==> src/arpc_pkg.sv <==
`timescale 1ns / 1ps
// ----------------------------------------------------------------------------
// arpc_pkg
// Shared types, widths and codes of the ARP cache responder.
// ----------------------------------------------------------------------------
package arpc_pkg;

    localparam int CACHE_ENTRIES = 8;
    localparam int IDX_W = (CACHE_ENTRIES > 1) ? $clog2(CACHE_ENTRIES) : 1;
    localparam int CNT_W = $clog2(CACHE_ENTRIES + 1);

    localparam int IP_W    = 32;
    localparam int MAC_W   = 48;
    localparam int STAMP_W = 32;
    localparam int OP_W    = 16;
    localparam int HLEN_W  = 8;
    localparam int PLEN_W  = 8;
    localparam int LEN_W   = 16;
    localparam int STAT_W  = 3;
    localparam int CFG_IDX_W  = 1;
    localparam int CFG_DATA_W = 48;

    localparam logic [CFG_IDX_W-1:0] REG_OWN_IP = 1'b0;

    localparam logic CMD_LOOKUP = 1'b0;

    localparam logic [IP_W-1:0]    BCAST_IP    = '1;
    localparam logic [MAC_W-1:0]   BCAST_MAC   = '1;
    localparam logic [OP_W-1:0]    OP_REQUEST  = 16'd1;
    localparam logic [OP_W-1:0]    OP_REPLY    = 16'd2;
    localparam logic [HLEN_W-1:0]  HW_LEN_ETH  = 8'd6;
    localparam logic [PLEN_W-1:0]  PROTO_LEN_IPV4 = 8'd4;
    localparam logic [LEN_W-1:0]   ARP_PKT_LEN = LEN_W'(8 + 2 * (6 + 4));
    localparam logic [STAMP_W-1:0] STAMP_FIRST = 32'd1;
    localparam logic [STAMP_W-1:0] STAMP_LAST  = '1;

    localparam logic [STAT_W-1:0] ST_HIT    = 3'd0;
    localparam logic [STAT_W-1:0] ST_MISS   = 3'd1;
    localparam logic [STAT_W-1:0] ST_REPLY  = 3'd2;
    localparam logic [STAT_W-1:0] ST_UPDATE = 3'd3;
    localparam logic [STAT_W-1:0] ST_DROP   = 3'd4;

    typedef struct packed {
        logic [STAMP_W-1:0] stamp;
        logic [IP_W-1:0]    ip;
        logic [MAC_W-1:0]   mac;
    } entry_t;

    localparam int ENTRY_W = $bits(entry_t);

    typedef struct packed {
        logic [STAT_W-1:0] status;
        logic [MAC_W-1:0]  mac;
        logic [IP_W-1:0]   ip;
    } res_t;

endpackage

==> src/arpc_if.sv <==
`timescale 1ns / 1ps
// ----------------------------------------------------------------------------
// arpc_in_if / arpc_out_if
// Valid/ready channels for request words and result words.
// ----------------------------------------------------------------------------
interface arpc_in_if import arpc_pkg::*; ();
    logic              valid;
    logic              ready;
    logic              cmd;
    logic [IP_W-1:0]   ip_addr;
    logic [MAC_W-1:0]  sender_mac;
    logic [IP_W-1:0]   target_ip;
    logic [OP_W-1:0]   arp_op;
    logic [HLEN_W-1:0] hw_len;
    logic [PLEN_W-1:0] proto_len;
    logic [LEN_W-1:0]  pkt_len;

    modport source (output valid, cmd, ip_addr, sender_mac, target_ip, arp_op,
                    hw_len, proto_len, pkt_len, input ready);
    modport sink (input valid, cmd, ip_addr, sender_mac, target_ip, arp_op,
                  hw_len, proto_len, pkt_len, output ready);
endinterface

interface arpc_out_if import arpc_pkg::*; ();
    logic              valid;
    logic              ready;
    logic [STAT_W-1:0] status;
    logic [MAC_W-1:0]  mac_out;
    logic [IP_W-1:0]   ip_out;

    modport source (output valid, status, mac_out, ip_out, input ready);
    modport sink (input valid, status, mac_out, ip_out, output ready);
endinterface

==> src/arpc_ram.sv <==
`timescale 1ns / 1ps
// ----------------------------------------------------------------------------
// arpc_ram
// Simple dual-port RAM, one write port, one read port, registered read data.
// ----------------------------------------------------------------------------
module arpc_ram #(
    parameter int DEPTH  = 8,
    parameter int WIDTH  = 8,
    parameter int ADDR_W = (DEPTH > 1) ? $clog2(DEPTH) : 1
) (
    input  logic              clk,
    input  logic              we,
    input  logic [ADDR_W-1:0] waddr,
    input  logic [WIDTH-1:0]  wdata,
    input  logic [ADDR_W-1:0] raddr,
    output logic [WIDTH-1:0]  rdata
);

    logic [WIDTH-1:0] mem [DEPTH];
    logic [WIDTH-1:0] rdata_reg;

    always_ff @(posedge clk)
    begin
        if (we)
        begin
            mem[waddr] <= wdata;
        end
        rdata_reg <= mem[raddr];
    end

    assign rdata = rdata_reg;

endmodule

==> src/arpc_ctrl.sv <==
`timescale 1ns / 1ps
// ----------------------------------------------------------------------------
// arpc_ctrl
// Sequencer: decodes a request word, scans the entry RAM and writes back.
// ----------------------------------------------------------------------------
module arpc_ctrl import arpc_pkg::*; (
    input  logic              clk,
    input  logic              rst_n,
    arpc_in_if.sink           item,
    input  logic [IP_W-1:0]   own_ip,
    output logic              res_valid,
    input  logic              res_ready,
    output res_t              res,
    output logic              mem_we,
    output logic [IDX_W-1:0]  mem_waddr,
    output entry_t            mem_wdata,
    output logic [IDX_W-1:0]  mem_raddr,
    input  entry_t            mem_rdata
);

    localparam logic [2:0] S_IDLE   = 3'd0;
    localparam logic [2:0] S_DECODE = 3'd1;
    localparam logic [2:0] S_SCAN   = 3'd2;
    localparam logic [2:0] S_WRITE  = 3'd3;
    localparam logic [2:0] S_RESULT = 3'd4;

    localparam logic [IDX_W-1:0] LAST_IDX = IDX_W'(CACHE_ENTRIES - 1);
    localparam logic [CNT_W-1:0] NUM_ENT  = CNT_W'(CACHE_ENTRIES);

    logic [2:0]               state_reg, state_next;
    logic                     cmd_reg;
    logic [IP_W-1:0]          ip_reg;
    logic [MAC_W-1:0]         smac_reg;
    logic [IP_W-1:0]          tip_reg;
    logic [OP_W-1:0]          op_reg;
    logic [HLEN_W-1:0]        hlen_reg;
    logic [PLEN_W-1:0]        plen_reg;
    logic [LEN_W-1:0]         len_reg;
    logic [CNT_W-1:0]         issue_reg, issue_next;
    logic                     eval_vld_reg, eval_vld_next;
    logic [IDX_W-1:0]         eval_reg, eval_next;
    logic [IDX_W-1:0]         best_reg, best_next;
    logic [STAMP_W-1:0]       best_stamp_reg, best_stamp_next;
    logic [STAMP_W-1:0]       stamp_reg, stamp_next;
    logic [CACHE_ENTRIES-1:0] valid_reg, valid_next;
    res_t                     res_reg, res_next;
    logic                     accept;
    logic                     len_ok;
    logic                     ent_valid;
    logic                     older;

    assign item.ready = (state_reg == S_IDLE);
    assign accept     = item.valid && item.ready;
    assign len_ok     = (hlen_reg == HW_LEN_ETH) && (plen_reg == PROTO_LEN_IPV4)
                        && (len_reg == ARP_PKT_LEN);
    // An entry never written reads as empty regardless of the RAM contents.
    assign ent_valid  = valid_reg[eval_reg];
    assign older      = (eval_reg == '0) || (mem_rdata.stamp < best_stamp_reg);

    assign res_valid  = (state_reg == S_RESULT);
    assign res        = res_reg;
    assign mem_raddr  = issue_reg[IDX_W-1:0];
    assign mem_waddr  = best_reg;
    assign mem_wdata  = '{stamp: stamp_reg, ip: ip_reg, mac: smac_reg};
    assign mem_we     = (state_reg == S_WRITE);

    always_comb
    begin
        state_next      = state_reg;
        issue_next      = issue_reg;
        eval_vld_next   = 1'b0;
        eval_next       = eval_reg;
        best_next       = best_reg;
        best_stamp_next = best_stamp_reg;
        stamp_next      = stamp_reg;
        valid_next      = valid_reg;
        res_next        = res_reg;
        case (state_reg)
            S_IDLE:
            begin
                if (accept)
                begin
                    state_next = S_DECODE;
                end
            end
            S_DECODE:
            begin
                issue_next = '0;
                best_next  = '0;
                state_next = S_RESULT;
                res_next   = '{status: ST_DROP, mac: '0, ip: '0};
                if (cmd_reg == CMD_LOOKUP)
                begin
                    if (ip_reg == BCAST_IP)
                    begin
                        res_next = '{status: ST_HIT, mac: BCAST_MAC, ip: '0};
                    end
                    else
                    begin
                        state_next = S_SCAN;
                    end
                end
                else if (len_ok && op_reg == OP_REQUEST && tip_reg == own_ip)
                begin
                    res_next = '{status: ST_REPLY, mac: smac_reg, ip: ip_reg};
                end
                else if (len_ok && op_reg == OP_REPLY)
                begin
                    state_next = S_SCAN;
                end
            end
            S_SCAN:
            begin
                if (issue_reg < NUM_ENT)
                begin
                    issue_next    = issue_reg + CNT_W'(1);
                    eval_vld_next = 1'b1;
                    eval_next     = issue_reg[IDX_W-1:0];
                end
                if (eval_vld_reg)
                begin
                    if (cmd_reg == CMD_LOOKUP)
                    begin
                        if (ent_valid && mem_rdata.ip == ip_reg)
                        begin
                            res_next   = '{status: ST_HIT, mac: mem_rdata.mac, ip: '0};
                            state_next = S_RESULT;
                        end
                        else if (eval_reg == LAST_IDX)
                        begin
                            res_next   = '{status: ST_MISS, mac: '0, ip: '0};
                            state_next = S_RESULT;
                        end
                    end
                    else
                    begin
                        // Victim search: first empty entry, else the oldest stamp.
                        if (!ent_valid)
                        begin
                            best_next  = eval_reg;
                            state_next = S_WRITE;
                        end
                        else
                        begin
                            if (older)
                            begin
                                best_next       = eval_reg;
                                best_stamp_next = mem_rdata.stamp;
                            end
                            if (eval_reg == LAST_IDX)
                            begin
                                state_next = S_WRITE;
                            end
                        end
                    end
                end
            end
            S_WRITE:
            begin
                valid_next[best_reg] = 1'b1;
                stamp_next = (stamp_reg == STAMP_LAST) ? STAMP_FIRST
                                                       : stamp_reg + STAMP_W'(1);
                res_next   = '{status: ST_UPDATE, mac: '0, ip: ip_reg};
                state_next = S_RESULT;
            end
            S_RESULT:
            begin
                if (res_ready)
                begin
                    state_next = S_IDLE;
                end
            end
            default:
            begin
                state_next = S_IDLE;
            end
        endcase
    end

    always_ff @(posedge clk or negedge rst_n)
    begin
        if (!rst_n)
        begin
            state_reg    <= S_IDLE;
            eval_vld_reg <= 1'b0;
            stamp_reg    <= STAMP_FIRST;
            valid_reg    <= '0;
        end
        else
        begin
            state_reg    <= state_next;
            eval_vld_reg <= eval_vld_next;
            stamp_reg    <= stamp_next;
            valid_reg    <= valid_next;
        end
    end

    always_ff @(posedge clk)
    begin
        if (accept)
        begin
            cmd_reg  <= item.cmd;
            ip_reg   <= item.ip_addr;
            smac_reg <= item.sender_mac;
            tip_reg  <= item.target_ip;
            op_reg   <= item.arp_op;
            hlen_reg <= item.hw_len;
            plen_reg <= item.proto_len;
            len_reg  <= item.pkt_len;
        end
        issue_reg      <= issue_next;
        eval_reg       <= eval_next;
        best_reg       <= best_next;
        best_stamp_reg <= best_stamp_next;
        res_reg        <= res_next;
    end

endmodule

==> src/arp_cache_responder.sv <==
`timescale 1ns / 1ps
// ----------------------------------------------------------------------------
// arp_cache_responder
// IPv4 ARP cache: answers lookups, replies to requests for our address and
// learns sender bindings from ARP replies.
// ----------------------------------------------------------------------------
//
//   Channel   Direction  Word contents
//   item      in         cmd, ip_addr, sender_mac, target_ip, arp_op,
//                        hw_len, proto_len, pkt_len
//   result    out        status, mac_out, ip_out
//   cfg       in         cfg_we, cfg_idx, cfg_data (own_ip at index 0,
//                        own_mac at index 1)
//
// A broadcast lookup, a request or a dropped packet passes from acceptance
// through the decode and result states to the output register. A lookup
// or a stored reply scans the entry RAM one address per cycle (one read
// port, registered read data); a lookup ends early at its first hit, a reply
// at the first empty entry.
// Reset clears the entry valid flags at once, so no clearing pass is needed,
// and restarts the stamp counter at 1.
// The output register lets the next word be accepted while a result waits;
// that word then stalls at its own result until the register frees up.
//
module arp_cache_responder import arpc_pkg::*; (
    input  logic                  clk,
    input  logic                  rst_n,
    arpc_in_if.sink               item,
    arpc_out_if.source            result,
    input  logic                  cfg_we,
    input  logic [CFG_IDX_W-1:0]  cfg_idx,
    input  logic [CFG_DATA_W-1:0] cfg_data
);

    logic [IP_W-1:0]  own_ip_reg;
    logic             res_valid;
    logic             res_ready;
    res_t             res;
    logic             out_valid_reg;
    res_t             out_reg;
    logic             mem_we;
    logic [IDX_W-1:0] mem_waddr;
    logic [IDX_W-1:0] mem_raddr;
    entry_t           mem_wdata;
    logic [ENTRY_W-1:0] mem_rdata_raw;
    entry_t           mem_rdata;

    // Only our IP matters here. The MAC register is consumed by the frame
    // builder outside this block, so index 1 writes need no storage here.
    always_ff @(posedge clk or negedge rst_n)
    begin
        if (!rst_n)
        begin
            own_ip_reg <= '0;
        end
        else if (cfg_we && cfg_idx == REG_OWN_IP)
        begin
            own_ip_reg <= cfg_data[IP_W-1:0];
        end
    end

    arpc_ctrl u_ctrl (
        .clk       (clk),
        .rst_n     (rst_n),
        .item      (item),
        .own_ip    (own_ip_reg),
        .res_valid (res_valid),
        .res_ready (res_ready),
        .res       (res),
        .mem_we    (mem_we),
        .mem_waddr (mem_waddr),
        .mem_wdata (mem_wdata),
        .mem_raddr (mem_raddr),
        .mem_rdata (mem_rdata)
    );

    arpc_ram #(
        .DEPTH  (CACHE_ENTRIES),
        .WIDTH  (ENTRY_W)
    ) u_ram (
        .clk   (clk),
        .we    (mem_we),
        .waddr (mem_waddr),
        .wdata (mem_wdata),
        .raddr (mem_raddr),
        .rdata (mem_rdata_raw)
    );

    assign mem_rdata = entry_t'(mem_rdata_raw);

    // Output register: a new result loads when the register is empty or is
    // being emptied in the same cycle.
    assign res_ready = !out_valid_reg || result.ready;

    always_ff @(posedge clk or negedge rst_n)
    begin
        if (!rst_n)
        begin
            out_valid_reg <= 1'b0;
        end
        else if (res_valid && res_ready)
        begin
            out_valid_reg <= 1'b1;
        end
        else if (result.ready)
        begin
            out_valid_reg <= 1'b0;
        end
    end

    always_ff @(posedge clk)
    begin
        if (res_valid && res_ready)
        begin
            out_reg <= res;
        end
    end

    assign result.valid   = out_valid_reg;
    assign result.status  = out_reg.status;
    assign result.mac_out = out_reg.mac;
    assign result.ip_out  = out_reg.ip;

endmodule

==> src/flat_wrapper.sv <==
// flat-port wrapper written by rule: the top's interface ports become plain ports
module arp_cache_responder_flat import arpc_pkg::*;
  (clk, rst_n, cfg_we, cfg_idx, cfg_data, item_valid, item_cmd, item_ip_addr, item_sender_mac, item_target_ip, item_arp_op, item_hw_len, item_proto_len, item_pkt_len, item_ready, result_valid, result_status, result_mac_out, result_ip_out, result_ready);
  arpc_in_if item_i ();
  arpc_out_if result_i ();
  input  logic clk;
  input  logic rst_n;
  input  logic cfg_we;
  input  logic [CFG_IDX_W-1:0] cfg_idx;
  input  logic [CFG_DATA_W-1:0] cfg_data;
  input wire logic [$bits(item_i.valid)-1:0] item_valid;
  input wire logic [$bits(item_i.cmd)-1:0] item_cmd;
  input wire logic [$bits(item_i.ip_addr)-1:0] item_ip_addr;
  input wire logic [$bits(item_i.sender_mac)-1:0] item_sender_mac;
  input wire logic [$bits(item_i.target_ip)-1:0] item_target_ip;
  input wire logic [$bits(item_i.arp_op)-1:0] item_arp_op;
  input wire logic [$bits(item_i.hw_len)-1:0] item_hw_len;
  input wire logic [$bits(item_i.proto_len)-1:0] item_proto_len;
  input wire logic [$bits(item_i.pkt_len)-1:0] item_pkt_len;
  output wire logic [$bits(item_i.ready)-1:0] item_ready;
  output wire logic [$bits(result_i.valid)-1:0] result_valid;
  output wire logic [$bits(result_i.status)-1:0] result_status;
  output wire logic [$bits(result_i.mac_out)-1:0] result_mac_out;
  output wire logic [$bits(result_i.ip_out)-1:0] result_ip_out;
  input wire logic [$bits(result_i.ready)-1:0] result_ready;
  assign item_i.valid = item_valid;
  assign item_i.cmd = item_cmd;
  assign item_i.ip_addr = item_ip_addr;
  assign item_i.sender_mac = item_sender_mac;
  assign item_i.target_ip = item_target_ip;
  assign item_i.arp_op = item_arp_op;
  assign item_i.hw_len = item_hw_len;
  assign item_i.proto_len = item_proto_len;
  assign item_i.pkt_len = item_pkt_len;
  assign item_ready = item_i.ready;
  assign result_valid = result_i.valid;
  assign result_status = result_i.status;
  assign result_mac_out = result_i.mac_out;
  assign result_ip_out = result_i.ip_out;
  assign result_i.ready = result_ready;
  arp_cache_responder u_core (.clk(clk), .rst_n(rst_n), .item(item_i), .result(result_i), .cfg_we(cfg_we), .cfg_idx(cfg_idx), .cfg_data(cfg_data));
endmodule
==> config.mk <==
export PLATFORM = sky130hd
export DESIGN_NAME = arp_cache_responder_flat
export DESIGN_NICKNAME = d
export VERILOG_FILES = /design/src/arpc_pkg.sv /design/src/arpc_if.sv /design/src/arpc_ram.sv /design/src/arpc_ctrl.sv /design/src/arp_cache_responder.sv /design/src/flat_wrapper.sv
export SDC_FILE = /design/constraint.sdc
export NUM_CORES = 2
export LEC_CHECK = 0
export ABC_AREA = 1
export BUFFER_PORTS_ARGS = -buffer_cell sky130_fd_sc_hd__buf_2
export CAP_MARGIN = 30
export CELL_PAD_IN_SITES_DETAIL_PLACEMENT = 0
export CELL_PAD_IN_SITES_GLOBAL_PLACEMENT = 1
export CORE_MARGIN = 2
export CORE_UTILIZATION = 52
export CTS_BUF_LIST = sky130_fd_sc_hd__clkbuf_8
export DETAILED_ROUTE_END_ITERATION = 8
export PLACE_DENSITY_LB_ADDON = 0.1
export SLEW_MARGIN = 20
export SYNTH_ARGS = -nofsm -noshare
export SYNTH_HDL_FRONTEND = slang
export SYNTH_SLANG_ARGS = --single-unit
==> constraint.sdc <==
create_clock -name clk -period 9 [get_ports clk]
set_clock_uncertainty 0.05 [all_clocks]
set_input_delay 0.9 -clock clk [delete_from_list [all_inputs] [get_ports clk]]
set_output_delay 0.9 -clock clk [all_outputs]
set_load 0.005 [all_outputs]
==> results summary <==
The flow ran to the end, and the final reports show no timing, DRC or antenna violations. The count of TritonRoute iterations in the first routing pass is 6. The worst hold path cell count is 1. The number of max-slew violations in the final report came to 0.

The parity-gate share of the synthesized area counting xor and xnor cells is less than 1%. The path class of the tightest hold or removal check is in2reg. Measured against the total synthesized area, the mux share comes to less than 1%. The largest fanout on the critical path is 39. The latest clock arrival within the worst-skew pair came out at slightly above 0.9 ns. Summed over all failing endpoints, the final setup total negative slack is 0 ns. Summing the areas of all compound-gate instances in the mapped netlist gives under 10% of the synthesized area.

The synthesized design contains 1265 enable-type register cells. The synthesized area is between 50000 and 60000 um^2. The H-tree depth reported by CTS came out at 4. The area of the multi-input gates came out at between 10000 and 15000 um^2. The via count of the first global-routing pass is about 32k. The starting density of the core is between 50% and 60%. The slowest stage of the critical path belongs to the cell buf_4.

The worst IR drop on VDD is roughly 320 uV. The power density of the placed cells came out at 289 nW/um^2. The signal on the critical path passes through xnor2_1, nand2_1, nor2_1, nand2_1, nor2_1, nand3_1, a211oi_4, buf_4, buf_12. The maximum operating frequency is around 280 MHz.

The synthesis warning total is 0. The proportion of synthesized chip area in sequential cells came out at 76.0%. The number of hold violations in the final report came out at 0.

Synthesis produced 4295 cells. The post-placement setup slack is approximately 5.2 ns. In this run the register-to-register setup slack is roughly 5.4 ns. When the netlist entered floorplanning its net count stood at 4543. The period utilization is 40.1%. The placed wire-length estimate after detailed placement is approximately 65 mm. The total track usage came out at 23.4%. The width of the die came out at 331 um. The area taken by flip-flops and latches is between 40000 and 50000 um^2.

The floorplan step set the die height to 331 um. The area of the core came out at 106000 um^2. The post-detailed-routing wire length is 128 mm.

The antenna violation net count after detailed routing is 0. The violation count after the first detailed-route iteration came out at about 2.6k. The count of distinct cell types in the synthesized netlist is 51. The final estimated routing congestion in global placement is roughly 0.8. For hold timing, the worst endpoint is u_core.u_ctrl.tip_reg[17]$_DFFE_PP_. After Yosys synthesis, full adders, half adders and majority gates account for less than 1% of the synthesized area.

The critical path is of the reg2reg type. For this run, the leading register cell type out of synthesis is edfxtp_1. The worst setup path startpoint is u_core.u_ctrl.ip_reg[24]$_DFFE_PP_. The critical path data arrival time came out at ~4 ns. Clock-pin slew was measured on the worst setup and hold paths at about 0.060 ns. Once the clock tree was built, the resizer swapped 0 gates to a different size. Once routing completed, OpenROAD measured the worst setup slack at 5.39 ns. Buffers added to address setup during post-CTS repair amount to 0.

Setup repair after global routing left no endpoint under its margin. The cell sitting at the root of the clock tree is a clkbuf_8. The number of sinks handled by clock tree synthesis is about 1.5k.

The endpoint required time on the critical path came out at roughly 9.5 ns. The number of hold buffers added after CTS was 1. The total die area came out at about 110000 um^2.

The startpoint identified for the worst register-to-register timing path is u_core.u_ctrl.ip_reg[24]$_DFFE_PP_. The total of endpoints with negative setup slack in the final report is 0. The number of fill cells in the layout is ~8.5k.

The via density per instance is roughly 5.4. The detailed router placed between 30k and 40k vias in this run. In this run the critical register-to-register path is captured at u_core.u_ctrl.res[16]$_DFFE_PP_.

The clock passes through at most 3 buffers. The worst-case reg-to-reg path depth came out at 9. The register bit total from synthesis came out at between 1k and 1.5k. The TritonCTS buffer count came out at 225.

The overall overflow remaining after global route came out at 0. Of the cells placed in the final design, the portion with a size suffix greater than 1 is between 10 and 15%. By area, the combinational part of the netlist is dominated by simple AND/OR/NAND/NOR gates. In this run the most critical hold path is launched from item_target_ip[17].

The number of violations of the max-capacitance limit is 0. The post-synthesis async set-or-reset flop share is 5.30%. The peak per-stage delay on the critical path is ~0.60 ns. Hold timing on the final database bottoms out at a slack of around 0.12 ns. The placement row count came out at between 100 and 150. TritonCTS built the clock tree. The final-stage net count came out at 4892. The transition at the pin with the smallest max-transition slack is around 1.1 ns.

The first-pass GRT wire length is approximately 190 mm. Summed over all cells, the static leakage comes to 23.1 nW. The flip-flop count of the largest register after layout is approximately 900. The detail-routed net length per standard cell came out at between 20 and 25 um. The maximum number of pins on one net before global-route repair is ~240. STA classifies the critical path endpoint as a flip-flop. The DRC violations left came out at 0.

Pin placement for this block handled 300 I/O pins. The shortest period the worst path allows came out at 3.61 ns. The relative slew slack is ~27%.

The number of antenna violations at the first check in global routing was 12. The layout overhead on the synthesized area is 13.3%. The port buffer count came out at 283. The synthesized area per cell came out at between 10 and 15 um^2. The synthesized netlist devotes between 10% and 20% of its cell area to simple gates. STA classifies the critical path startpoint as a flip-flop.
[how the worst max path moves through the flow]
stage                                         to  slack [ns]
2_1_floorplan    u_core.u_ctrl.cmd_reg$_DFFE_PP_        0.71
3_3_place_gp     u_core.u_ctrl.res[16]$_DFFE_PP_        4.78
3_5_place_dp   u_core.u_ram.mem[0][94]$_DFFE_PP_        5.19
4_1_cts        u_core.u_ram.mem[0][90]$_DFFE_PP_        5.17
5_1_grt           u_core.u_ram.rdata[12]$_DFF_P_        5.14
6_report         u_core.u_ctrl.res[16]$_DFFE_PP_        5.39
[Yosys cell counts (all sizes together), types with 81 or more instances]
library cell | n | area, um^2
nand4 | 81 | 528
nand2 | 333 | 1280
nor2 | 973 | 3730
a31oi | 115 | 719
dfxtp | 112 | 2240
inv | 244 | 916
a21oi | 86 | 430
o21ai | 486 | 2430
edfxtp | 1265 | 38000
o22ai | 116 | 726
clkbuf | 119 | 447
buf | 93 | 479
[layer usage]
metal  routed length, um  global-route usage, %  vias up
li1                    -                      -    16009
met1               56500                   32.1    16371
met2               60000                   37.6     1003
met3                8110                   4.74      211
met4                2920                   7.72       18
met5                 107                      0        -
[worst max-delay path, delay by kind of cell (launching register included)]
family | cells | cell delay (ns)
simple gates | 5 | 0.62
xor+xnor | 1 | 0.49
flops | 1 | 0.56
buf+inv | 2 | 0.92
compound gates | 1 | 0.58
[stage by stage]
step / std cells / total power [W] / util [%] / cell area (um^2)
2_1_floorplan: 4295 / 0.0118 / - / 55500
3_3_place_gp: 5796 / 0.0130 / 55.1 / 58200
3_5_place_dp: 5802 / 0.0131 / 55.3 / 58400
4_1_cts: 6227 / 0.0183 / 59.4 / 62700
5_1_grt: 6234 / 0.0192 / 59.5 / 62800
6_report: 6237 / 0.0182 / 59.5 / 62900
[placed cells by master (no fill, tap or decap), types with 112 or more instances in the layout]
cell type  count
o21ai_0      472
o22ai_1      116
a31oi_1      115
dfxtp_1      112
nor2_1       953
inv_1        326
nand2_1      326
clkbuf_8     252
edfxtp_1    1265
buf_2        282
[where the power goes]
part           internal (W)  switching, W  total, W  leakage (nW)
sequential          0.00860      0.000530   0.00913          13.4
combinational       0.00118       0.00267   0.00385          7.13
clock               0.00269       0.00251   0.00520          2.60
total                0.0125       0.00571    0.0182          23.1
[layout make-up]
type / count / share of cell area [%]
repair buffers: 334 / 3.32
well taps: 1391 / 2.77
flip-flops and latches: 1454 / 67.1
diodes: 5 / 0.0199
multi-input cells: 2383 / 18.4
clock inverters: 172 / 1.39
inverters: 246 / 1.51
clock buffers: 252 / 5.52
[cell families after synthesis]
group           count (synthesis)
compound gates                809
xor+xnor                       41
fa+ha+maj                      33
buf+inv                       458
flops                        1454
mux                            18
simple gates                 1482
Power figures use the tool's default switching activity.
